<file path="src/tjang_pkg.sv">
package tjang_pkg;

  localparam int CoordW      = 16;
  localparam int DiffW       = CoordW + 1;
  localparam int ProdW       = 2 * DiffW;
  localparam int SumW        = ProdW + 1;
  localparam int CordicW     = SumW + 3;
  localparam int ZW          = 26;
  localparam int AngW        = 16;
  localparam int ShiftW      = 5;
  localparam int CordicSteps = 16;
  localparam int TabDepth    = 24;
  localparam int NumCells    = (CordicSteps > TabDepth) ? TabDepth : CordicSteps;

  localparam logic signed [ZW-1:0] ZQuarter = ZW'(4194304);
  localparam logic signed [ZW-1:0] ZRound   = ZW'(128);
  localparam logic signed [ZW-1:0] AngMax   = ZW'(32767);
  localparam logic signed [ZW-1:0] AngMin   = -ZW'(32768);
  localparam logic signed [ZW-1:0] AngPi    = ZW'(32768);

  typedef struct packed {
    logic                      vld;
    logic                      degen;
    logic signed [CordicW-1:0] x;
    logic signed [CordicW-1:0] y;
    logic signed [ZW-1:0]      z;
  } stage_t;

  // atan(2^-i) in binary angle units with 8 fraction bits
  function automatic logic signed [ZW-1:0] atan_entry(input int idx);
    logic signed [ZW-1:0] v;
    case (idx)
      0:       v = ZW'(2097152);
      1:       v = ZW'(1238021);
      2:       v = ZW'(654136);
      3:       v = ZW'(332050);
      4:       v = ZW'(166669);
      5:       v = ZW'(83416);
      6:       v = ZW'(41718);
      7:       v = ZW'(20860);
      8:       v = ZW'(10430);
      9:       v = ZW'(5215);
      10:      v = ZW'(2608);
      11:      v = ZW'(1304);
      12:      v = ZW'(652);
      13:      v = ZW'(326);
      14:      v = ZW'(163);
      15:      v = ZW'(81);
      16:      v = ZW'(41);
      17:      v = ZW'(20);
      18:      v = ZW'(10);
      19:      v = ZW'(5);
      20:      v = ZW'(3);
      21:      v = ZW'(1);
      22:      v = ZW'(1);
      default: v = '0;
    endcase
    return v;
  endfunction

  function automatic logic [ShiftW-1:0] step_shift(input int idx);
    logic [ShiftW-1:0] s;
    s = idx[ShiftW-1:0];
    return s;
  endfunction

endpackage

</file>
<file path="src/tjang_cell.sv">
module tjang_cell (
  input  logic                               clk_i,
  input  logic                               rst_ni,
  input  logic [tjang_pkg::ShiftW-1:0]       shift_i,
  input  logic signed [tjang_pkg::ZW-1:0]    atan_i,
  input  tjang_pkg::stage_t                  stage_i,
  input  logic                               load_i,
  output logic                               load_o,
  output tjang_pkg::stage_t                  stage_o
);

  logic                                 vld_q;
  tjang_pkg::stage_t                    st_q;
  logic signed [tjang_pkg::CordicW-1:0] xs, ys;

  assign load_o = !vld_q || load_i;
  assign xs     = stage_i.x >>> shift_i;
  assign ys     = stage_i.y >>> shift_i;

  always_ff @(posedge clk_i or negedge rst_ni) begin
    if (!rst_ni) begin
      vld_q <= 1'b0;
    end else if (load_o) begin
      vld_q <= stage_i.vld;
    end
  end

  // rotate toward the x axis; a zero y counts as non-negative
  always_ff @(posedge clk_i) begin
    if (load_o) begin
      st_q.vld   <= stage_i.vld;
      st_q.degen <= stage_i.degen;
      if (stage_i.y < 0) begin
        st_q.x <= stage_i.x - ys;
        st_q.y <= stage_i.y + xs;
        st_q.z <= stage_i.z - atan_i;
      end else begin
        st_q.x <= stage_i.x + ys;
        st_q.y <= stage_i.y - xs;
        st_q.z <= stage_i.z + atan_i;
      end
    end
  end

  always_comb begin
    stage_o     = st_q;
    stage_o.vld = vld_q;
  end

endmodule

</file>
<file path="config.mk">
export PLATFORM = sky130hd
export DESIGN_NAME = tjang_cell
export DESIGN_NICKNAME = d
export VERILOG_FILES = /design/src/tjang_pkg.sv /design/src/tjang_cell.sv
export SDC_FILE = /design/constraint.sdc
export NUM_CORES = 1
export LEC_CHECK = 0
export BUFFER_PORTS_ARGS = -buffer_cell sky130_fd_sc_hd__buf_2
export CAP_MARGIN = 20
export CORE_MARGIN = 3
export CORE_UTILIZATION = 35
export DETAILED_ROUTE_END_ITERATION = 8
export GPL_TIMING_DRIVEN = 0
export PLACE_DENSITY = 0.51
export SETUP_SLACK_MARGIN = 0.4
export SYNTH_ARGS = -nofsm -noshare
export SYNTH_HDL_FRONTEND = slang
export SYNTH_SLANG_ARGS = --single-unit
export TNS_END_PERCENT = 1
</file>
<file path="constraint.sdc">
create_clock -name clk_i -period 9.01 [get_ports clk_i]
set_clock_uncertainty 0.15 [all_clocks]
set_input_delay 2.703 -clock clk_i [delete_from_list [all_inputs] [get_ports clk_i]]
set_output_delay 2.703 -clock clk_i [all_outputs]
set_load 0.1 [all_outputs]
</file>
# --- Word-level counts from Yosys, hierarchy flattened ---
# Index checks and enable logic that the tools add are counted.
classes:
  add_sub_neg: 6
  magnitude_cmp: 1
  shift: 2
  mux: 1
  reduce_logical: 2
ops:
  columns: ["op", "n"]
  rows:
  - ["2-to-1 mux 102 bit", 1]
  - ["adder 38 bit", 2]
  - [">>> shifter 38 x 5 -> 38 bit", 2]
  - ["subtractor 38 bit", 2]
  - ["less-than comparator 38 x 1 -> 1 bit, second input constant", 1]
  - ["adder 26 bit", 1]
  - ["subtractor 26 bit", 1]
  - ["zero test 1 bit", 1]
  - ["logical OR 1 bit", 1]
word_totals:
  ff_bits: 104
  input_bits: 138
  out_inout_bits: 105
  elab_cells: 17

# --- Logic depth before layout (Yosys ltp) ---
logic_depth:
  ltp_word: 3
  depth_mapped: 31
  ltp_nobuf: 23

# --- Least setup slack after synthesis ---
# Ideal clock, no wire load.
synth_path:
  path_type: "in2out"
  start: "input port load_i"
  end: "output port load_o"
  arrival_ns: 5.914
  required_time_ns: 6.157
  setup_slack_ns: 0.243
  cell_stages: 1
  path_buffers: 0
  cell_sequence: "nand2b_1"
synth_via:
  elab_chain_cells: 1
synth_rtl:
  columns: ["item", "line", "source"]
  rows:
  - ["from (decl)", "tjang_cell.sv:7", "input logic load_i,"]
  - ["logical OR 1 bit", "tjang_cell.sv:16", "assign load_o = !vld_q || load_i;"]
  - ["to (decl)", "tjang_cell.sv:8", "output logic load_o,"]
# Every way passes these cells.

# --- Worst setup path after layout ---
layout_path:
  start: "input port shift_i[1] in the netlist's numbering"
  end: "register st_q (netlist bit stage_o[63]) (data pin)"
layout_via:
  elab_chain_cells: 3
  word_cells_on_any_way: 4
  classes_between: "2 x add/sub; 1 x shift; 1 x mux"
layout_rtl:
  columns: ["item", "line", "source"]
  rows:
  - ["from (decl)", "tjang_cell.sv:4", "input logic [tjang_pkg::ShiftW-1:0] shift_i,"]
  - [">>> shifter 38 x 5 -> 38 bit *", "tjang_cell.sv:17", "assign xs = stage_i.x >>> shift_i;"]
  - ["subtractor 38 bit or adder 38 bit (tied branches)", "tjang_cell.sv:39, tjang_cell.sv:35", null]
  - ["2-to-1 mux 102 bit *", "tjang_cell.sv:33", "if (stage_i.y < 0) begin"]
  - ["to (decl)", "tjang_cell.sv:13", "tjang_pkg::stage_t st_q;"]
# Mark *: on every way between the ends. The rest lies on a longest branch, timed or not.
# A chain may end at the register's enable or synchronous reset.

==> impl_metrics.py <==
metrics = {
    "clock_network": {
        "cts_tree": "done",
        "cts-buffers-inserted": 9,
        "clk_latency_ps": 400,
        "htreeDepth": 3,
        "clockRootBuffer": "clkbuf_16",
        "clk_path_buf_depth": 2,
        "clock_sinks": 104,
        "clk_pin_slew_ps": 80,
    },
    "worst_setup_path": {
        "cp_max_fo": 11,
        "cp_common_cell": "buf_12",
        "startpoint_type": "input pin",
        "worst_path_max_delay_cell": "mux4_2",
        "cp.required_ps": 9020,
        "end_kind": "register",
        "slowest_delay_ps": 540,
        "critPathKind": "input pin to register",
        "arrival_ps": 8480,
    },
    "global_routing": {
        "grt_pass1_vias": 15713,
        "antenna_found_initial": 2,
        "grt_max_degree": 58,
        "grt_pass1_wl_mm": 105,
        "grt_overflow_total": 0,
        "grt_use_total_pct": 28.4,
    },
    "die": {
        "dieArea_um2": 49600,
        "core_area_um2": 45900,
        "ios": 243,
        "chipHeight_um": 223,
        "die_x_um": 223,
        "start_util_pct": 35.8,
        "rows": 78,
    },
    "run_status": {
        "outcome": "complete, no violations",
    },
    "place": {
        "place.gp.congestion": 1.00,
        "port_buffers": 238,
        "hpwl_mm": 57.5,
        "dpl_cell_area_um2": 18400,
    },
    "timing": {
        "relSlewSlack_pct": 13.8,
        "drv_slew": 0,
        "min_period_ps": 8470,
        "holdWs_ps": 851,
        "tightest_slew_ps": 1290,
        "setup_viol": 0,
        "finalCritPeriodShare_pct": 94.0,
        "rsz0062_at_grt": "yes",
        "max_freq_mhz": 118,
        "hold_viol": 0,
    },
    "cells_and_area": {
        "nNetsFinal": 2301,
        "final.fill_count": 4512,
        "layout_common_cells": "241 x buf_2, 140 x nor2_1, 115 x a21oi_1",
        "area.growth.synth_to_final_pct": 22.4,
        "drive_above_1_share_pct": 31.5,
        "ff_latch_area_um2": 3120,
        "layout_commonest_cell": "buf_2",
        "fin_area_um2": 20100,
        "multiInputGateArea_um2": 12800,
    },
    "synthesis": {
        "synthCells": 1723,
        "ys.flop_type": "edfxtp_1",
        "ys_seq_elements": 104,
        "synth-async-reset-ratio_pct": 0.962,
        "ys_seq_area_share_pct": 19.0,
        "synth_area_um2": 16400,
        "synth_nets": 1968,
        "yosys_warnings": 0,
        "synth.distinct_cells": 101,
        "synth_edf_count": 103,
        "avgSynthCellArea_um2": 9.54,
    },
    "pwr": {
        "power_density_nw_per_um2": 203,
        "ir_drop_mv": 0.188,
        "p_leak_nw": 8.30,
    },
    "routing": {
        "drt-initial-drc-count": 1484,
        "via_count": 16348,
        "antenna_left": 0,
        "totalWireLength_mm": 73.2,
        "wl_per_cell_um": 27.5,
        "drtPass1Iterations": 6,
        "vias_per_cell": 6.13,
        "drc": 0,
    },
    "worst_hold_path": {
        "hp-class": "register to register",
    },
    "flow_run": {
        "cap_violations": 0,
    },
}
## per-stage QoR
step           setup WS, ps  util (%)  setup TNS [ps]  total power, W  std cells
2_1_floorplan           313         -               0         0.00292       1723
3_3_place_gp          -1610      40.1          -31400         0.00347       2561
3_5_place_dp          -1520      40.1          -30120         0.00347       2562
4_1_cts                 368      41.8               0         0.00400       2595
5_1_grt                 335      43.8               0         0.00427       2662
6_report                542      43.8               0         0.00407       2665
## final cells by class
class / count / share of cell area [%]
flip-flops and latches: 104 / 15.5
diodes: 4 / 0.0498
multi-input cells: 1467 / 63.7
clock buffers: 9 / 1.12
well taps: 600 / 3.73
clock inverters: 7 / 0.504
inverters: 53 / 0.996
repair buffers: 322 / 9.48
plain buffers: 99 / 4.86
## power by group
part           internal [W]  leakage, nW  switching [W]
combinational      0.000769         7.09        0.00207
sequential         0.000741         1.04      0.0000353
clock              0.000247        0.158       0.000214
total               0.00176         8.30        0.00232
## cells in the mapped netlist (10+ instances only)
master / number / area share (%)
a211oi_1: 16 / 0.73
mux2i_1: 83 / 5.1
ha_1: 104 / 7.9
buf_6: 18 / 1.2
inv_1: 50 / 1.1
buf_2: 18 / 0.55
o21bai_1: 13 / 0.59
a31oi_1: 31 / 1.2
xnor2_1: 110 / 5.9
mux4_1: 23 / 3.7
nand3_1: 34 / 1.0
buf_4: 14 / 0.64
nor2_1: 145 / 3.3
nor3_1: 51 / 1.6
nand4_1: 13 / 0.49
nand2b_1: 22 / 0.84
o211ai_1: 15 / 0.69
clkbuf_1: 32 / 0.73
mux2_2: 26 / 1.8
a22oi_1: 13 / 0.59
edfxtp_1: 103 / 19
or3_1: 10 / 0.38
a21oi_1: 122 / 3.7
a21o_1: 48 / 2.2
o21a_1: 21 / 0.96
and2_1: 19 / 0.72
nand2_1: 100 / 2.3
nor4_1: 10 / 0.38
nor2b_1: 19 / 0.72
o22ai_1: 22 / 0.84
mux4_2: 88 / 12
xor2_1: 56 / 3.0
and3_1: 21 / 0.80
o21ai_0: 68 / 2.1
## sequential cells by signal (all words and copies together), names as in the netlist
register  flops
stage_o     103
vld_q         1
## what timing repair did
action | 4_1_cts | 5_1_grt
gates resized for setup | 91 | 90
buffers inserted | 17 | 63
setup endpoints to repair | 40 | 22
cloned | 0 | 3
pin swaps | 20 | 38
hold buffers | 0 | 0
## layer usage
metal	vias to the layer above	share of wire (%)	track usage, %
met5	-	0	0
met4	0	4.1	11.6
met1	8042	42	37.0
met3	140	8.1	6.69
li1	7394	-	-
met2	772	46	45.5
## worst paths after layout
kind | startpoint | end | slack [ps] | cells past startpoint
hold / removal | vld_q | vld_q | 850 | 2
max in group asynchronous | rst_ni | vld_q | 6720 | 1
min in group asynchronous | rst_ni | vld_q | 1910 | 1
hold reg to reg | vld_q | vld_q | 850 | 2
setup reg to reg | vld_q | stage_o[53] | 7210 | 2
setup / recovery | shift_i[1] | stage_o[63] | 540 | 27
## logic make-up after synthesis
family,count (synthesis),share of synthesized area (%)
simple gates,500,15.9
buf+inv,152,5.81
mux,221,22.7
xor+xnor,166,8.85
fa+ha+maj,107,8.28
compound gates,473,19.4
flops,104,19.0
## critical path: cells and delay by family
kind / cells / cell delay, ps
compound gates: 10 / 2150
buf+inv: 7 / 990
simple gates: 4 / 910
mux: 2 / 870
fa+ha+maj: 2 / 470
xor+xnor: 2 / 330
(Power assumes the default switching activity.)
