`src/tjang_pkg.sv`:
```
package tjang_pkg;

  localparam int CoordW      = 16;
  localparam int DiffW       = CoordW + 1;
  localparam int ProdW       = 2 * DiffW;
  localparam int SumW        = ProdW + 1;
  localparam int CordicW     = SumW + 3;
  localparam int ZW          = 26;
  localparam int AngW        = 16;
  localparam int ShiftW      = 5;
  localparam int CordicSteps = 16;
  localparam int TabDepth    = 24;
  localparam int NumCells    = (CordicSteps > TabDepth) ? TabDepth : CordicSteps;

  localparam logic signed [ZW-1:0] ZQuarter = ZW'(4194304);
  localparam logic signed [ZW-1:0] ZRound   = ZW'(128);
  localparam logic signed [ZW-1:0] AngMax   = ZW'(32767);
  localparam logic signed [ZW-1:0] AngMin   = -ZW'(32768);
  localparam logic signed [ZW-1:0] AngPi    = ZW'(32768);

  typedef struct packed {
    logic                      vld;
    logic                      degen;
    logic signed [CordicW-1:0] x;
    logic signed [CordicW-1:0] y;
    logic signed [ZW-1:0]      z;
  } stage_t;

  // atan(2^-i) in binary angle units with 8 fraction bits
  function automatic logic signed [ZW-1:0] atan_entry(input int idx);
    logic signed [ZW-1:0] v;
    case (idx)
      0:       v = ZW'(2097152);
      1:       v = ZW'(1238021);
      2:       v = ZW'(654136);
      3:       v = ZW'(332050);
      4:       v = ZW'(166669);
      5:       v = ZW'(83416);
      6:       v = ZW'(41718);
      7:       v = ZW'(20860);
      8:       v = ZW'(10430);
      9:       v = ZW'(5215);
      10:      v = ZW'(2608);
      11:      v = ZW'(1304);
      12:      v = ZW'(652);
      13:      v = ZW'(326);
      14:      v = ZW'(163);
      15:      v = ZW'(81);
      16:      v = ZW'(41);
      17:      v = ZW'(20);
      18:      v = ZW'(10);
      19:      v = ZW'(5);
      20:      v = ZW'(3);
      21:      v = ZW'(1);
      22:      v = ZW'(1);
      default: v = '0;
    endcase
    return v;
  endfunction

  function automatic logic [ShiftW-1:0] step_shift(input int idx);
    logic [ShiftW-1:0] s;
    s = idx[ShiftW-1:0];
    return s;
  endfunction

endpackage

```
`src/tjang_front.sv`:
```
module tjang_front (
  input  logic                                   clk_i,
  input  logic                                   rst_ni,
  input  logic                                   in_valid_i,
  output logic                                   in_ready_o,
  input  logic signed [tjang_pkg::CoordW-1:0]    a_x_i,
  input  logic signed [tjang_pkg::CoordW-1:0]    a_y_i,
  input  logic signed [tjang_pkg::CoordW-1:0]    b_x_i,
  input  logic signed [tjang_pkg::CoordW-1:0]    b_y_i,
  input  logic signed [tjang_pkg::CoordW-1:0]    c_x_i,
  input  logic signed [tjang_pkg::CoordW-1:0]    c_y_i,
  input  logic                                   load_i,
  output tjang_pkg::stage_t                      stage_o
);

  logic v1_q, v2_q, v3_q, v4_q;
  logic load1, load2, load3, load4;

  logic signed [tjang_pkg::DiffW-1:0] ux_q, uy_q, vx_q, vy_q;
  logic                               dg1_q, dg2_q, dg3_q;
  logic signed [tjang_pkg::ProdW-1:0] pxx_q, pyy_q, pxy_q, pyx_q;
  logic signed [tjang_pkg::SumW-1:0]  cross_q, dot_q;
  logic signed [tjang_pkg::CordicW-1:0] cross_w, dot_w;
  tjang_pkg::stage_t                  st_d, st_q;

  assign load4      = !v4_q || load_i;
  assign load3      = !v3_q || load4;
  assign load2      = !v2_q || load3;
  assign load1      = !v1_q || load2;
  assign in_ready_o = load1;

  always_ff @(posedge clk_i or negedge rst_ni) begin
    if (!rst_ni) begin
      v1_q <= 1'b0;
      v2_q <= 1'b0;
      v3_q <= 1'b0;
      v4_q <= 1'b0;
    end else begin
      if (load1) v1_q <= in_valid_i;
      if (load2) v2_q <= v1_q;
      if (load3) v3_q <= v2_q;
      if (load4) v4_q <= v3_q;
    end
  end

  assign cross_w = {{(tjang_pkg::CordicW - tjang_pkg::SumW){cross_q[tjang_pkg::SumW-1]}},
                    cross_q};
  assign dot_w   = {{(tjang_pkg::CordicW - tjang_pkg::SumW){dot_q[tjang_pkg::SumW-1]}},
                    dot_q};

  // quarter-turn pre-rotation brings the vector into the right half plane
  always_comb begin
    st_d.vld   = v3_q;
    st_d.degen = dg3_q;
    st_d.x     = dot_w;
    st_d.y     = cross_w;
    st_d.z     = '0;
    if (dot_w < 0) begin
      if (cross_w >= 0) begin
        st_d.x = cross_w;
        st_d.y = -dot_w;
        st_d.z = tjang_pkg::ZQuarter;
      end else begin
        st_d.x = -cross_w;
        st_d.y = dot_w;
        st_d.z = -tjang_pkg::ZQuarter;
      end
    end
  end

  always_ff @(posedge clk_i) begin
    if (load1) begin
      ux_q  <= tjang_pkg::DiffW'(a_x_i) - tjang_pkg::DiffW'(b_x_i);
      uy_q  <= tjang_pkg::DiffW'(a_y_i) - tjang_pkg::DiffW'(b_y_i);
      vx_q  <= tjang_pkg::DiffW'(c_x_i) - tjang_pkg::DiffW'(b_x_i);
      vy_q  <= tjang_pkg::DiffW'(c_y_i) - tjang_pkg::DiffW'(b_y_i);
      dg1_q <= ((a_x_i == b_x_i) && (a_y_i == b_y_i)) ||
               ((c_x_i == b_x_i) && (c_y_i == b_y_i));
    end
    if (load2) begin
      pxx_q <= ux_q * vx_q;
      pyy_q <= uy_q * vy_q;
      pxy_q <= ux_q * vy_q;
      pyx_q <= uy_q * vx_q;
      dg2_q <= dg1_q;
    end
    if (load3) begin
      cross_q <= tjang_pkg::SumW'(pxy_q) - tjang_pkg::SumW'(pyx_q);
      dot_q   <= tjang_pkg::SumW'(pxx_q) + tjang_pkg::SumW'(pyy_q);
      dg3_q   <= dg2_q;
    end
    if (load4) begin
      st_q.vld   <= st_d.vld;
      st_q.degen <= st_d.degen;
      st_q.x     <= st_d.x;
      st_q.y     <= st_d.y;
      st_q.z     <= st_d.z;
    end
  end

  always_comb begin
    stage_o     = st_q;
    stage_o.vld = v4_q;
  end

endmodule

```
`config.mk`:
```
export PLATFORM = sky130hd
export DESIGN_NAME = tjang_front
export DESIGN_NICKNAME = d
export VERILOG_FILES = /design/src/tjang_pkg.sv /design/src/tjang_front.sv
export SDC_FILE = /design/constraint.sdc
export NUM_CORES = 2
export LEC_CHECK = 0
export BUFFER_PORTS_ARGS = -buffer_cell sky130_fd_sc_hd__buf_4
export CORE_UTILIZATION = 45
export CTS_CLUSTER_DIAMETER = 150
export DETAILED_ROUTE_END_ITERATION = 6
export GPL_ROUTABILITY_DRIVEN = 0
export PLACE_DENSITY = 0.58
export SYNTH_ARGS = -nofsm -noshare
export SYNTH_HDL_FRONTEND = slang
export SYNTH_SLANG_ARGS = --single-unit
```
`constraint.sdc`:
```
create_clock -name clk_i -period 17.63 [get_ports clk_i]
set_input_delay 2.6445 -clock clk_i [delete_from_list [all_inputs] [get_ports clk_i]]
set_output_delay 2.6445 -clock clk_i [all_outputs]
set_load 0.02 [all_outputs]
```
### Word-level counts from Yosys, hierarchy flattened

Index checks and enable logic that the tools add are counted.

| cells by class | value |
|---|---|
| $add $sub $neg | 8 |
| multipliers | 4 |
| $lt $le $gt $ge | 2 |
| equal/unequal tests | 4 |
| muxes and demuxes | 2 |
| reduce and logical (&&, ||, !) cells | 11 |

Operators with widths:

| operator | number |
|---|---|
| $mux W102 | 2 |
| $mul A17 B17 Y34 | 4 |
| $neg A35 Y38 | 2 |
| $sub A16 B16 Y17 | 4 |
| $eq A16 B16 Y1 | 4 |
| $add A34 B34 Y35 | 1 |
| $ge A35 B1 Y1 const B | 1 |
| $lt A35 B1 Y1 const B | 1 |
| $sub A34 B34 Y35 | 1 |
| $logic_or A1 B1 Y1 | 5 |
| $logic_not A1 Y1 | 4 |
| $logic_and A1 B1 Y1 | 2 |

| word-level totals | value |
|---|---|
| register bits after elaboration | 384 |
| input port bits | 100 |
| output and inout bits | 105 |
| logic and storage cells | 52 |

### Longest topological paths before layout

| depth | value |
|---|---|
| depth in word-level cells | 5 |
| gate-level depth with buffers | 24 |
| depth with buffers taken out | 22 |

### Worst setup path before layout

Ideal clock, no wire load.

| path | value |
|---|---|
| kind | input -> output |
| start | input port load_i |
| end | output port in_ready_o |
| data arrival time | 4.986 ns |
| slack | 9.999 ns |
| stages | 2 |
| cells stage by stage | nor2b_1 nand4_1 |

| between the ends | value |
|---|---|
| cells in the longest elaborated chain, start to end | 4 |

Ends and longest elaborated chain:

| element | line | RTL |
|---|---|---|
| start: declaration | tjang_front.sv:12 | `input logic load_i,` |
| $logic_or A1 B1 Y1 | tjang_front.sv:26 | `assign load4 = !v4_q \|\| load_i;` |
| $logic_or A1 B1 Y1 | tjang_front.sv:27 | `assign load3 = !v3_q \|\| load4;` |
| $logic_or A1 B1 Y1 | tjang_front.sv:28 | `assign load2 = !v2_q \|\| load3;` |
| $logic_or A1 B1 Y1 | tjang_front.sv:29 | `assign load1 = !v1_q \|\| load2;` |
| end: declaration | tjang_front.sv:5 | `output logic in_ready_o,` |

No other way between the ends.

### Final worst setup path

| path | value |
|---|---|
| start | register vy_q[16] (netlist name) |
| end | register pyy_q[31] (netlist name) (data pin) |

| between the ends | value |
|---|---|
| cells in the longest elaborated chain, start to end | 1 |

Ends and longest elaborated chain:

| element | line | RTL |
|---|---|---|
| start: declaration | tjang_front.sv:19 | `logic signed [tjang_pkg::DiffW-1:0] ux_q, uy_q, vx_q, vy_q;` |
| start signal: assignment | tjang_front.sv:76 | `vy_q <= tjang_pkg::DiffW'(c_y_i) - tjang_pkg::DiffW'(b_y_i);` |
| $mul A17 B17 Y34 | tjang_front.sv:82 | `pyy_q <= uy_q * vy_q;` |
| end signal: assignment | tjang_front.sv:82 |  |
| end: declaration | tjang_front.sv:21 | `logic signed [tjang_pkg::ProdW-1:0] pxx_q, pyy_q, pxy_q, pyx_q;` |

No other way between the ends.
A chain may end at the register's enable or synchronous reset.

==> impl_metrics.json <==
{
  "status": "finished clean",
  "drtAntennaViolNets": 0,
  "io_pins": 205,
  "fin_crit_sh_pct": 43.5,
  "hp-class": "register to register",
  "nets": 8391,
  "synth_adder_area_share_pct": 46.9,
  "rrSetupSlack_ps": 9960,
  "ys_seq_elements": 360,
  "synth_xor_area_share_pct": 3.96,
  "finalSetupViolCount": 0,
  "die-area_sq_mm": 0.142,
  "drc_errors": 0,
  "clkLatencyLatePin_ps": 630,
  "period_minus_slack_ps": 7670,
  "cts_tree": "yes",
  "slew_headroom_pct": 18.7,
  "grt_max_degree": 112,
  "postCtsResizedCells": 0,
  "clock-sinks": 360,
  "cp-end-kind": "register",
  "tns_ps": 0,
  "cp-start-kind": "register",
  "clock_path_buffers": 3,
  "yosysWarnings": 0,
  "wl_microns": 171000,
  "cp.required_ps": 18020,
  "r2r-start": "vy_q[16]$_DFFE_PP_",
  "hold_path_depth": 0,
  "port_buffers": 182,
  "synth_area_per_cell_sq_um": 9.66,
  "rows": 137,
  "wl_met3_microns": 10400,
  "post_cts_buffers": 0,
  "synthMuxAreaShare_pct": 0.0967,
  "synth_compound_area_share_pct": 7.18,
  "antenna_found_initial": 3,
  "synth_edf_count": 356,
  "grt_usage_pct": 24.9,
  "met2_wirelength_microns": 78600,
  "post_drt_wl_per_cell_microns": 20.0,
  "drt_pass1_iterations": 5,
  "cts_inserted_buffers": 46,
  "met1_length_microns": 77800,
  "coreArea_sq_mm": 0.140,
  "start_util_pct": 45.4,
  "worst-endpoint-arrival_ps": 8060,
  "synth_area_sq_mm": 0.0634,
  "gr-total-overflow": 0,
  "fp.dieW_microns": 377,
  "die_y_microns": 377,
  "async_flop_share_pct": 1.11,
  "fin_skew_ps": 27.9,
  "synth_flop_cell": "edfxtp_1",
  "hold_end": "dg3_q$_DFFE_PP_",
  "yosysSeqAreaShare_pct": 17.0,
  "reg2reg_depth": 19,
  "clockRootBuffer": "clkbuf_16",
  "via_count": 44700,
  "htreeDepth": 2,
  "grt_first_pass_wirelength_microns": 272000,
  "yosys.area_share.simple_pct": 15.0,
  "path_clk_slew_ps": 60,
  "area_delta_synth_final_pct": 7.72,
  "grt_setup_unrepaired": "false",
  "drt_iter0_drc": 3084,
  "top_layer": "met5",
  "synth_top_family_by_area": "adder cells",
  "r2r_end": "pyy_q[31]$_DFFE_PP_",
  "crit_type": "register to register",
  "drv_cap": 0,
  "ys_types": 82,
  "synthCells": 6563,
  "tightest_slew_ps": 1220,
  "fmax_ghz": 0.130,
  "hold_violations": 0,
  "worstPathMaxFanout": 16,
  "first_global_vias": 46900,
  "dpl.hpwl_microns": 131000,
  "final_layout_size_suffix_gt1_share_pct": 5.58,
  "slew_violations": 0,
  "vias_per_cell": 5.23,
  "hp-start": "dg2_q$_DFFE_PP_",
  "hold_buffers": 0
}
state kept, by name, summed over array words and instances, names as in the netlist, 17 cells and up:
| name | count |
|---|---|
| cross_q | 35 |
| dot_q | 35 |
| pxx_q | 34 |
| pxy_q | 34 |
| pyx_q | 34 |
| pyy_q | 34 |
| stage_o | 79 |
| ux_q | 17 |
| uy_q | 17 |
| vx_q | 17 |
| vy_q | 17 |
Yosys cell counts (6+ instances only):
master        n  share of area, %
nor2b_1      41              0.40
o31a_1       11              0.15
inv_1      1355               8.0
nor4_1       13              0.13
and3_1       38              0.37
o21a_1       35              0.41
ha_1        474               9.4
a21oi_1     268               2.1
or2_2         9             0.089
or4_1        10              0.12
nor2_1      285               1.7
nand2b_1     48              0.47
nor3_1       68              0.54
or3_1        20              0.20
nand2_1     645               3.8
o21ai_0     130               1.0
a221oi_1      9              0.12
a21boi_0      9              0.11
a21o_1       67              0.79
clkbuf_1    240               1.4
nand4_1      29              0.29
o21bai_1     27              0.32
xor2_1       80               1.1
o2111ai_1     9              0.12
o31ai_1      19              0.22
a211oi_1     22              0.26
buf_4        25              0.30
o211ai_1     21              0.25
edfxtp_1    356                17
a31oi_1      20              0.20
nand3_1      52              0.41
and2_1      598               5.9
and4_1        7             0.097
a211o_1       7             0.097
o311ai_0      6             0.083
a2111oi_0     6             0.083
o41ai_1      12              0.17
fa_1       1190                38
xnor2_1     207               2.9
cell type report:
class,instances,area (sq um)
fillers,13100,71400
multi-input cells,4598,46500
flip-flops and latches,360,10800
inverters,1357,5090
well taps,1876,2350
repair buffers,264,1980
clock buffers,50,1170
clock inverters,33,400
diodes,4,10.0
metal layers:
layer  track usage (%)  vias up
li1                  -    20500
met1              35.7    22700
met2              40.5     1355
met3              2.73      160
met4              5.45        2
met5                 0        -
critical path, cell delays in order, from the launching register on:
cell,delay [ps]
edfxtp_1,780
clkinv_1,630
buf_4,410
nor2_1,150
fa_1,460
fa_1,530
fa_1,450
fa_1,410
fa_1,510
inv_1,50
fa_1,470
inv_1,40
ha_1,360
a21o_1,190
a21o_1,180
a2111oi_0,450
o31ai_1,160
a32oi_1,510
a31oi_1,300
xor2_1,370
how the worst max path moves through the flow:
stage	startpoint	endpoint	slack, ps
2_1_floorplan	load_i	in_ready_o	10000
3_3_place_gp	vy_q[16]$_DFFE_PP_	pyy_q[31]$_DFFE_PP_	10080
3_5_place_dp	vy_q[16]$_DFFE_PP_	pxy_q[33]$_DFFE_PP_	10010
4_1_cts	vy_q[16]$_DFFE_PP_	pxy_q[33]$_DFFE_PP_	10010
5_1_grt	vy_q[16]$_DFFE_PP_	pxy_q[33]$_DFFE_PP_	9530
6_report	vy_q[16]$_DFFE_PP_	pyy_q[31]$_DFFE_PP_	9960
logic make-up after synthesis:
logic type,after synthesis
DFF,360
muxes,6
xor gates and xnor gates,287
other,1
and+or+nand+nor,1895
AOI/OAI and AO/OA,721
adders and majority gates,1664
buffers and inverters,1629
placed cells by master, fill, tap and decap left out, types with 7 or more instances in the layout:
master and instances:
nand2_1 644, o2111ai_1 9, o31a_1 11, a31oi_1 20
fa_1 1190, and2_1 598, and4_1 7, a211o_1 7
or2_2 9, o31ai_1 19, ha_1 474, nand4_1 29
a221oi_1 9, o21bai_1 27, nand3_1 51, or3_1 20
nand2b_1 48, nor3_1 68, o211ai_1 21, or4_1 10
xnor2_1 207, a21o_1 67, buf_4 264, nor4_1 13
clkbuf_16 46, o21a_1 35, nor2_1 285, o41ai_1 12
xor2_1 80, a21boi_0 9, nor2b_1 41, a21oi_1 268
edfxtp_1 356, inv_1 1354, and3_1 38, a211oi_1 22
conb_1 25, o21ai_0 130
stage by stage:
step	area [sq um]	util, %	setup slack, ps	std cells	hold slack, ps
finish	68300	48.9	9960	8542	425
global route	68300	48.9	9530	8538	452
CTS	68300	48.9	10010	8538	429
detailed placement	66700	47.8	10010	8455	413
global placement	66700	47.8	10080	8455	420
floorplan	63500	-	10000	6587	400
Power is left out: the tool's default activity adds up to more than one toggle a clock period on the data nets, which glitch-free logic cannot reach.
