### src/tjang_pkg.sv
package tjang_pkg;

  localparam int CoordW      = 16;
  localparam int DiffW       = CoordW + 1;
  localparam int ProdW       = 2 * DiffW;
  localparam int SumW        = ProdW + 1;
  localparam int CordicW     = SumW + 3;
  localparam int ZW          = 26;
  localparam int AngW        = 16;
  localparam int ShiftW      = 5;
  localparam int CordicSteps = 16;
  localparam int TabDepth    = 24;
  localparam int NumCells    = (CordicSteps > TabDepth) ? TabDepth : CordicSteps;

  localparam logic signed [ZW-1:0] ZQuarter = ZW'(4194304);
  localparam logic signed [ZW-1:0] ZRound   = ZW'(128);
  localparam logic signed [ZW-1:0] AngMax   = ZW'(32767);
  localparam logic signed [ZW-1:0] AngMin   = -ZW'(32768);
  localparam logic signed [ZW-1:0] AngPi    = ZW'(32768);

  typedef struct packed {
    logic                      vld;
    logic                      degen;
    logic signed [CordicW-1:0] x;
    logic signed [CordicW-1:0] y;
    logic signed [ZW-1:0]      z;
  } stage_t;

  // atan(2^-i) in binary angle units with 8 fraction bits
  function automatic logic signed [ZW-1:0] atan_entry(input int idx);
    logic signed [ZW-1:0] v;
    case (idx)
      0:       v = ZW'(2097152);
      1:       v = ZW'(1238021);
      2:       v = ZW'(654136);
      3:       v = ZW'(332050);
      4:       v = ZW'(166669);
      5:       v = ZW'(83416);
      6:       v = ZW'(41718);
      7:       v = ZW'(20860);
      8:       v = ZW'(10430);
      9:       v = ZW'(5215);
      10:      v = ZW'(2608);
      11:      v = ZW'(1304);
      12:      v = ZW'(652);
      13:      v = ZW'(326);
      14:      v = ZW'(163);
      15:      v = ZW'(81);
      16:      v = ZW'(41);
      17:      v = ZW'(20);
      18:      v = ZW'(10);
      19:      v = ZW'(5);
      20:      v = ZW'(3);
      21:      v = ZW'(1);
      22:      v = ZW'(1);
      default: v = '0;
    endcase
    return v;
  endfunction

  function automatic logic [ShiftW-1:0] step_shift(input int idx);
    logic [ShiftW-1:0] s;
    s = idx[ShiftW-1:0];
    return s;
  endfunction

endpackage

### src/tjang_back.sv
module tjang_back (
  input  logic                               clk_i,
  input  logic                               rst_ni,
  input  tjang_pkg::stage_t                  stage_i,
  output logic                               load_o,
  output logic                               out_valid_o,
  input  logic                               out_ready_i,
  output logic signed [tjang_pkg::AngW-1:0]  signed_angle_o,
  output logic [tjang_pkg::AngW-1:0]         unsigned_angle_o,
  output logic                               degenerate_o
);

  logic                              vld_q;
  logic signed [tjang_pkg::ZW-1:0]   r, r_abs, sa, ua;
  logic signed [tjang_pkg::AngW-1:0] sa_q;
  logic [tjang_pkg::AngW-1:0]        ua_q;
  logic                              dg_q;

  assign load_o = !vld_q || out_ready_i;

  always_comb begin
    r     = (stage_i.z + tjang_pkg::ZRound) >>> 8;
    r_abs = (r < 0) ? -r : r;
    sa    = r;
    if (r > tjang_pkg::AngMax) sa = tjang_pkg::AngMax;
    if (r < tjang_pkg::AngMin) sa = tjang_pkg::AngMin;
    ua    = (r_abs > tjang_pkg::AngPi) ? tjang_pkg::AngPi : r_abs;
    if (stage_i.degen) begin
      sa = '0;
      ua = '0;
    end
  end

  always_ff @(posedge clk_i or negedge rst_ni) begin
    if (!rst_ni) begin
      vld_q <= 1'b0;
    end else if (load_o) begin
      vld_q <= stage_i.vld;
    end
  end

  always_ff @(posedge clk_i) begin
    if (load_o) begin
      sa_q <= sa[tjang_pkg::AngW-1:0];
      ua_q <= ua[tjang_pkg::AngW-1:0];
      dg_q <= stage_i.degen;
    end
  end

  assign out_valid_o      = vld_q;
  assign signed_angle_o   = sa_q;
  assign unsigned_angle_o = ua_q;
  assign degenerate_o     = dg_q;

endmodule

### config.mk
export PLATFORM = sky130hd
export DESIGN_NAME = tjang_back
export DESIGN_NICKNAME = d
export VERILOG_FILES = /design/src/tjang_pkg.sv /design/src/tjang_back.sv
export SDC_FILE = /design/constraint.sdc
export NUM_CORES = 1
export LEC_CHECK = 0
export CAP_MARGIN = 20
export CORE_MARGIN = 4
export CORE_UTILIZATION = 38
export DETAILED_ROUTE_END_ITERATION = 10
export DONT_BUFFER_PORTS = 1
export SYNTH_ARGS = -nofsm -noshare
export SYNTH_HDL_FRONTEND = slang
export SYNTH_SLANG_ARGS = --single-unit
export TNS_END_PERCENT = 100
### constraint.sdc
create_clock -name clk_i -period 1.8 [get_ports clk_i]
set_input_delay 0.36 -clock clk_i [delete_from_list [all_inputs] [get_ports clk_i]]
set_output_delay 0.36 -clock clk_i [all_outputs]
set_load 0.05 [all_outputs]
=== Yosys cells after proc, flatten, opt, wreduce, memory -nomap -nowiden ===
Index checks and enable logic that the tools add are counted.
W data, S select, Z words.

* Register bits after elaboration: 34
* Bits in latches: 0
* Bits in writable memories: 0
* Bits in read-only memories: 0
* Bits of input ports: 107
* Output and inout port bits: 35
* Logic and storage cells: 20
* Memories kept: 0

* Add/sub/neg operators: 2
* Multipliers: 0
* Div/mod/pow operators: 0
* Magnitude comparators: 4
* Equality and inequality tests: 0
* Shift operators: 0
* Muxes and demuxes: 4
* Bitwise gates (word level): 0
* Reductions and logical operators: 4

{| class="wikitable"
|+ Operators with widths
! cell !! count
|-
| $mux W16 || 3
|-
| $add A26 B9 Y26 const B || 1
|-
| $gt A26 B17 Y1 const B || 1
|-
| $mux W26 || 1
|-
| $neg A18 Y26 || 1
|-
| $gt A18 B16 Y1 const B || 1
|-
| $lt A18 B1 Y1 const B || 1
|-
| $lt A18 B16 Y1 const B || 1
|-
| $reduce_or A2 Y1 || 2
|-
| $logic_not A1 Y1 || 1
|-
| $logic_or A1 B1 Y1 || 1
|}

=== Logic depth before layout (Yosys ltp) ===
Gate-level depths: netlist (run 1).

* Depth after elaboration: 5
* Depth in mapped cells: 14
* Depth with buffers taken out: 11

=== Least setup slack after synthesis (run 1) ===
No wires, ideal clock.

* Path type: in2reg
* Start point: in stage_i[7] (netlist bit)
* End point: reg ua_q (netlist bit unsigned_angle_o[0]) (data pin)
* Arrival: 3.102 ns
* Data required time: 1.662 ns
* Slack: -1.440 ns
* Stages: 13
* Path buffers: 3
* Cell sequence: ha_1 buf_4 and2_1 nand2_1 or4_1 buf_2 and2_1 a211o_1 a2111oi_2 o2111ai_1 o41a_1 buf_6 nor2_1

* Word-level cells in the longest chain between the ends: 5
* Elaborated cells between the ends (all ways): 6
* Those cells by class: 2 x add/sub; 2 x order compare; 1 x mux; 1 x reduce/logical

{| class="wikitable"
|+ RTL lines
! element !! RTL line !! text
|-
| start, declared || tjang_back.sv:4 || <nowiki>input tjang_pkg::stage_t stage_i,</nowiki>
|-
| $add A26 B9 Y26 * || tjang_back.sv:22 || <nowiki>r = (stage_i.z + tjang_pkg::ZRound) >>> 8;</nowiki>
|-
| $neg A18 Y26 or $lt A18 B1 Y1 (tied branches) || tjang_back.sv:23 || <nowiki>r_abs = (r < 0) ? -r : r;</nowiki>
|-
| $mux W26 * || tjang_back.sv:23 ||
|-
| $gt A26 B17 Y1 || tjang_back.sv:27 || <nowiki>ua = (r_abs > tjang_pkg::AngPi) ? tjang_pkg::AngPi : r_abs;</nowiki>
|-
| $reduce_or A2 Y1 (no source line) || - ||
|-
| end signal, assigned || tjang_back.sv:45 || <nowiki>ua_q <= ua[tjang_pkg::AngW-1:0];</nowiki>
|-
| end, declared || tjang_back.sv:16 || <nowiki>logic [tjang_pkg::AngW-1:0] ua_q;</nowiki>
|}

Every way passes the cells marked *; elsewhere a longest branch is shown, timed or not.
A chain may end at the register's enable or synchronous reset.

=== Worst setup path in the final report (run 1) ===
* Start point: in stage_i[7] (netlist bit)
* End point: reg ua_q (netlist bit unsigned_angle_o[6]) (data pin)

The elaborated chain is that of the path after synthesis.

==> results.toml, run 1 <==
[yosys]
yosysWarnings = 0
mappedNetlistArea_mm2 = 0.00267
synth_cell_types = 58
synth_top_cell_by_area = "edfxtp_1"
syn_inst = 306
synthTopCellsByCount = "nor2_1 (36), edfxtp_1 (33), nand2_1 (30), a21oi_1 (29), xnor2_1 (28)"
post-synth-top-count-cell = "nor2_1"
ys_ff_latch = 34
synth_nets = 416
synth_seq_area_share = 0.381
async_flop_share = 0.0294
synth_area_leaders = "edfxtp_1 (37%), xnor2_1 (9.2%), a21oi_1 (5.4%), nor2_1 (5.1%), nand2_1 (4.2%)"
synth_top_cell_area_share = 0.372
synth_edf_count = 33
avgSynthCellArea_um2 = 8.71
synth_ff_type = "edfxtp_1"

[sta]
clock_skew_ns = 0.00490
timing.final.crit_period_ns = 2.73
final-max-slew-violation-count = 0
grt_setup_unrepaired = "yes"
final_hold_viol_count = 0
maxSlewHeadroom = 0.613
finalHoldWorstSlack_ns = 0.177
min_period_over_period = 1.52
worstMarginPinSlew_ns = 0.573
setup_slack_ns = -0.933
fmax_ghz = 0.366
finalSetupViolCount = 31

[power_and_ir_drop]
pwr-share-comb = 0.252
switching_share = 0.344
p_per_area_mw_per_mm2 = 600
p_switching_w = 0.000790
leakage_nw = 1.44
cell_internal_pwr_w = 0.00151
peakVddDrop_uv = 358
clockPowerShare = 0.225
p_seq_frac = 0.523

[placement]
place_congestion = 0.877
port_buffers = 0
dp_hpwl_um = 5600
pre_cts_ws_ns = -1.34

[layout]
final_nets = 492
diodes = 0
nFillCells = 601
drive_above_1_share = 0.405
syn2layout_area_growth_pct = 43.5

[grt]
grt_overflow = 0
first_global_vias = 2487
grt_first_pass_wirelength_um = 12300
antenna_found_initial = 0
track_usage = 0.179
grt_start_max_net_pins = 35

[setup_path]
slowest_stage = "or4_4"
path_cells = "ha_4, and2_4, nand2_4, or4_4, and2_4, a211o_1, a2111oi_4, o2111ai_2, o41a_1, buf_12, nor2_2"
cp_common_cell = "and2_4"
critical_path_required_ns = 1.94
worstPathMaxFanout = 12
critPathMaxStageDelay_ns = 0.53
end_kind = "flip-flop"
rrSetupSlack_ns = 0.58
critPathArrivalTime_ns = 2.87
crit_type = "input pin to flip-flop"
start_kind = "input pin"

[routing]
wirelength_um = 7440
drc = 0
via_count = 2538
vias_per_cell = 5.30
wire_per_inst_um = 15.5
ant_nets = 0
first_iter_violations = 109
first_pass_iters = 4

[die]
pin_count = 142
fp.dieW_um = 91.8
die_area_mm2 = 0.00842
core_area_mm2 = 0.00679
start_util = 0.392
rows = 30
die_y_um = 91.8

[status]
failed_checks = "setup timing"
status = "complete, but fails checks"

[cts]
cts_tree = "built"
clock_latency_ns = 0.28
clk_pin_slew_ns = 0.06
htree_levels = 2
cts.sinks = 34
cts_root_buf = "clkbuf_8"
cts.path.max_buffers = 2
cts_buffers = 5

[job]
max_cap_violations = 0

[min_path]
min_path_type = "input pin to flip-flop"
-- per-layer routing --
layer | vias to the layer above | part of all wire | global-route usage | wire [um]
li1 | 1274 | - | - | -
met1 | 1182 | 0.44 | 0.233 | 3290
met2 | 76 | 0.49 | 0.299 | 3680
met3 | 6 | 0.047 | 0.0312 | 350
met4 | 0 | 0.016 | 0.0631 | 119
met5 | - | 0 | 0 | 0
-- per-stage QoR --
step | cells | power (W) | instance area (um2) | setup TNS [ns] | util
after floorplan | 306 | 0.00156 | 2820 | -27.95 | -
after global placement | 458 | 0.00171 | 3400 | -28.35 | 0.501
after detailed placement | 458 | 0.00171 | 3400 | -30.79 | 0.501
after CTS | 476 | 0.00228 | 3730 | -18.09 | 0.548
after global routing | 479 | 0.00241 | 3830 | -21.51 | 0.563
final | 479 | 0.00230 | 3830 | -18.03 | 0.563
-- state kept, by name, summed over array words and instances (netlist names) --
signal            count
out_valid_o           1
unsigned_angle_o     16
signed_angle_o       16
degenerate_o          1
-- cells by family after synthesis --
family | share of synthesized area
AOI/OAI and AO/OA | 0.172
xor gates and xnor gates | 0.118
adders and majority gates | 0.0141
buffers and inverters | 0.0488
DFF | 0.381
muxes | 0.0155
and+or+nand+nor | 0.250
-- cells in the final DEF, fill, tap and decap left out, types with 8 or more instances in the layout --
cell,n
a21oi_1,11
nand2_1,28
nor3_1,8
xnor2_1,24
edfxtp_1,33
nand3_1,8
buf_4,82
nor2_1,32
a21oi_2,16
nand4_1,11
-- worst max-delay path: cells and delay by family --
| family | cells | cell delay, ns |
|---|---|---|
| AOI/OAI and AO/OA | 4 | 1.19 |
| and+or+nand+nor | 5 | 1.01 |
| buffers and inverters | 1 | 0.18 |
| adders and majority gates | 1 | 0.13 |
-- power groups by stage --
stage	logic, W	clock network, W	registers, W
after floorplan	0.000344	0	0.00122
after global placement	0.000488	0	0.00122
after detailed placement	0.000493	0	0.00122
after CTS	0.000548	0.000527	0.00120
after global routing	0.000628	0.000574	0.00121
final	0.000578	0.000516	0.00120
-- timing repair --
| action | in CTS | in global routing |
|---|---|---|
| endpoints found under the hold margin | 1 | 0 |
| pin swaps | 13 | 7 |
| cloned | 2 | 0 |
| endpoints found under the setup margin | 31 | 31 |
| gates resized for setup | 34 | 17 |
| hold buffers | 1 | 0 |
| buffers inserted | 7 | 3 |
-- final cells by class --
cell class / instances / area [um2] / area share
inverters: 4 / 15.0 / 0.00392
repair buffers: 91 / 742 / 0.194
flip-flops and latches: 34 / 1020 / 0.266
well taps: 96 / 120 / 0.0314
clock buffers: 8 / 80.1 / 0.0209
multi-input cells: 246 / 1850 / 0.484
-- final timing paths --
| path | cells after the start | end | from |
|---|---|---|---|
| hold reg to reg | 3 | out_valid_o$_DFFE_PN0P_ | out_valid_o$_DFFE_PN0P_ |
| hold / removal | 0 | degenerate_o$_DFFE_PP_ | stage_i[102] |
| max in group asynchronous | 1 | out_valid_o$_DFFE_PN0P_ | rst_ni |
| setup / recovery | 11 | unsigned_angle_o[6]$_SDFFCE_PP0P_ | stage_i[7] |
| min in group asynchronous | 1 | out_valid_o$_DFFE_PN0P_ | rst_ni |
| setup reg to reg | 2 | unsigned_angle_o[6]$_SDFFCE_PP0P_ | out_valid_o$_DFFE_PN0P_ |
Note: power is estimated with default switching activity, not from simulation.
==> run 2, diff against run 1 <==
CELL_PAD_IN_SITES_DETAIL_PLACEMENT = 0   (was unset)
CELL_PAD_IN_SITES_GLOBAL_PLACEMENT = 1   (was unset)
PLACE_DENSITY_LB_ADDON = 0.1   (was unset)
clock period = 2.6 ns   (was 1.8 ns; I/O delays follow)
==> results.toml, run 2 (synthesized netlist as in run 1, its figures left out) <==
[grt]
track_usage = 0.174
grt_first_pass_wirelength_um = 12000
first_global_vias = 2362
antenna_found_initial = 0
grt_overflow = 0
grt_start_max_net_pins = 20

[routing]
wire_per_inst_um = 15.4
drc = 0
ant_nets = 0
first_iter_violations = 130
wirelength_um = 7290
via_count = 2437
first_pass_iters = 4
vias_per_cell = 5.15

[sta]
maxSlewHeadroom = 0.531
worstMarginPinSlew_ns = 0.704
fmax_ghz = 0.357
tns_ns = -2.40
grt_setup_unrepaired = "yes"
setup_slack_ns = -0.202
min_period_over_period = 1.08
final_hold_viol_count = 0
timing.final.crit_period_ns = 2.80
final-max-slew-violation-count = 0
finalSetupViolCount = 13
clock_skew_ns = 0.00570

[die]
fp.dieW_um = 91.8
pin_count = 142
die_y_um = 91.8
core_area_mm2 = 0.00679
die_area_mm2 = 0.00842
start_util = 0.392
rows = 30

[power_and_ir_drop]
p_per_area_mw_per_mm2 = 429
leakage_nw = 1.39
peakVddDrop_uv = 174
p_total_w = 0.00158

[min_path]
min_path_type = "input pin to flip-flop"
min_path_cells = 0

[layout]
nFillCells = 653
final_cell_mix = "buf_4 (79), nor2_1 (34), edfxtp_1 (33), nand2_1 (28)"
final_nets = 486
syn2layout_area_growth_pct = 38.4
design_area_mm2 = 0.00369
ff_latch_area_mm2 = 0.00102
multi_input_area_mm2 = 0.00176
drive_above_1_share = 0.355
final_common_cell = "buf_4"
diodes = 0

[setup_path]
worstPathMaxFanout = 12
critPathMaxStageDelay_ns = 0.50
rr_worst_depth = 2
critPathArrivalTime_ns = 2.94
end_kind = "flip-flop"
slowest_stage = "or4_4"
critical_path_required_ns = 2.74
crit_cells = 10
start_kind = "input pin"
path_cells = "and4_4, nand4_1, or4_4, and2_4, a211o_1, a2111oi_4, o2111ai_1, o41a_1, buf_6, nor2_1"
crit_type = "input pin to flip-flop"
crit_family = "compound AO/OA/AOI/OAI gates"
critPathBufInv = 1

[cts]
clk_pin_slew_ns = 0.07
cts_tree = "built"
clock_latency_ns = 0.28
cts.sinks = 34
cts_root_buf = "clkbuf_8"
cts_buffers = 5
htree_levels = 2
cts.path.max_buffers = 2

[status]
status = "complete, but fails checks"
failed_checks = "setup timing"

[placement]
placed_area_mm2 = 0.00339
pre_cts_ws_ns = -0.576
dp_hpwl_um = 5750
port_buffers = 0
place_congestion = 0.874

[job]
max_cap_violations = 0
run 2: per-stage QoR:
stage               std cells  hold slack [ns]  utilization
detailed placement        459            0.224        0.498
global placement          459            0.224        0.498
finish                    473            0.335        0.543
floorplan                 306            0.224            -
CTS                       468            0.325        0.522
global route              473            0.321        0.543
run 2: final timing paths:
check	slack, ns	from	endpoint
setup / recovery	-0.20	stage_i[14]	unsigned_angle_o[0]$_SDFFCE_PP0P_
hold reg to reg	1.32	out_valid_o$_DFFE_PN0P_	out_valid_o$_DFFE_PN0P_
hold / removal	0.33	stage_i[102]	degenerate_o$_DFFE_PP_
max in group asynchronous	2.05	rst_ni	out_valid_o$_DFFE_PN0P_
min in group asynchronous	0.45	rst_ni	out_valid_o$_DFFE_PN0P_
setup reg to reg	0.75	out_valid_o$_DFFE_PN0P_	signed_angle_o[7]$_SDFFCE_PP0P_
run 2: where the power goes:
part | internal, W | switching [W] | leakage [nW] | total, W
clock | 0.000213 | 0.000169 | 0.0482 | 0.000382
combinational | 0.000179 | 0.000188 | 0.982 | 0.000367
sequential | 0.000660 | 0.000175 | 0.364 | 0.000834
total | 0.00105 | 0.000532 | 1.39 | 0.00158
run 2: cell type report:
class	count	share of cell area
multi-input cells	245	0.476
inverters	4	0.00407
well taps	96	0.0325
clock inverters	1	0.00136
repair buffers	86	0.187
clock buffers	7	0.0234
flip-flops and latches	34	0.275
run 2: repair_timing:
action                                  CTS  global route
buffers inserted                          0             5
pin swaps                                 2             7
gates cloned                              0             0
resized for setup                        10            24
endpoints found under the setup margin   15            17
hold buffers                              1             0
hold endpoints to repair                  1             0
run 2: metal layers:
metal	up-vias	wire length (um)	GRT usage	part of all wire
met5	-	0	0	0
met4	0	147	0.0594	0.020
met3	10	313	0.0271	0.043
met2	75	3340	0.269	0.46
met1	1094	3480	0.248	0.48
li1	1258	-	-	-
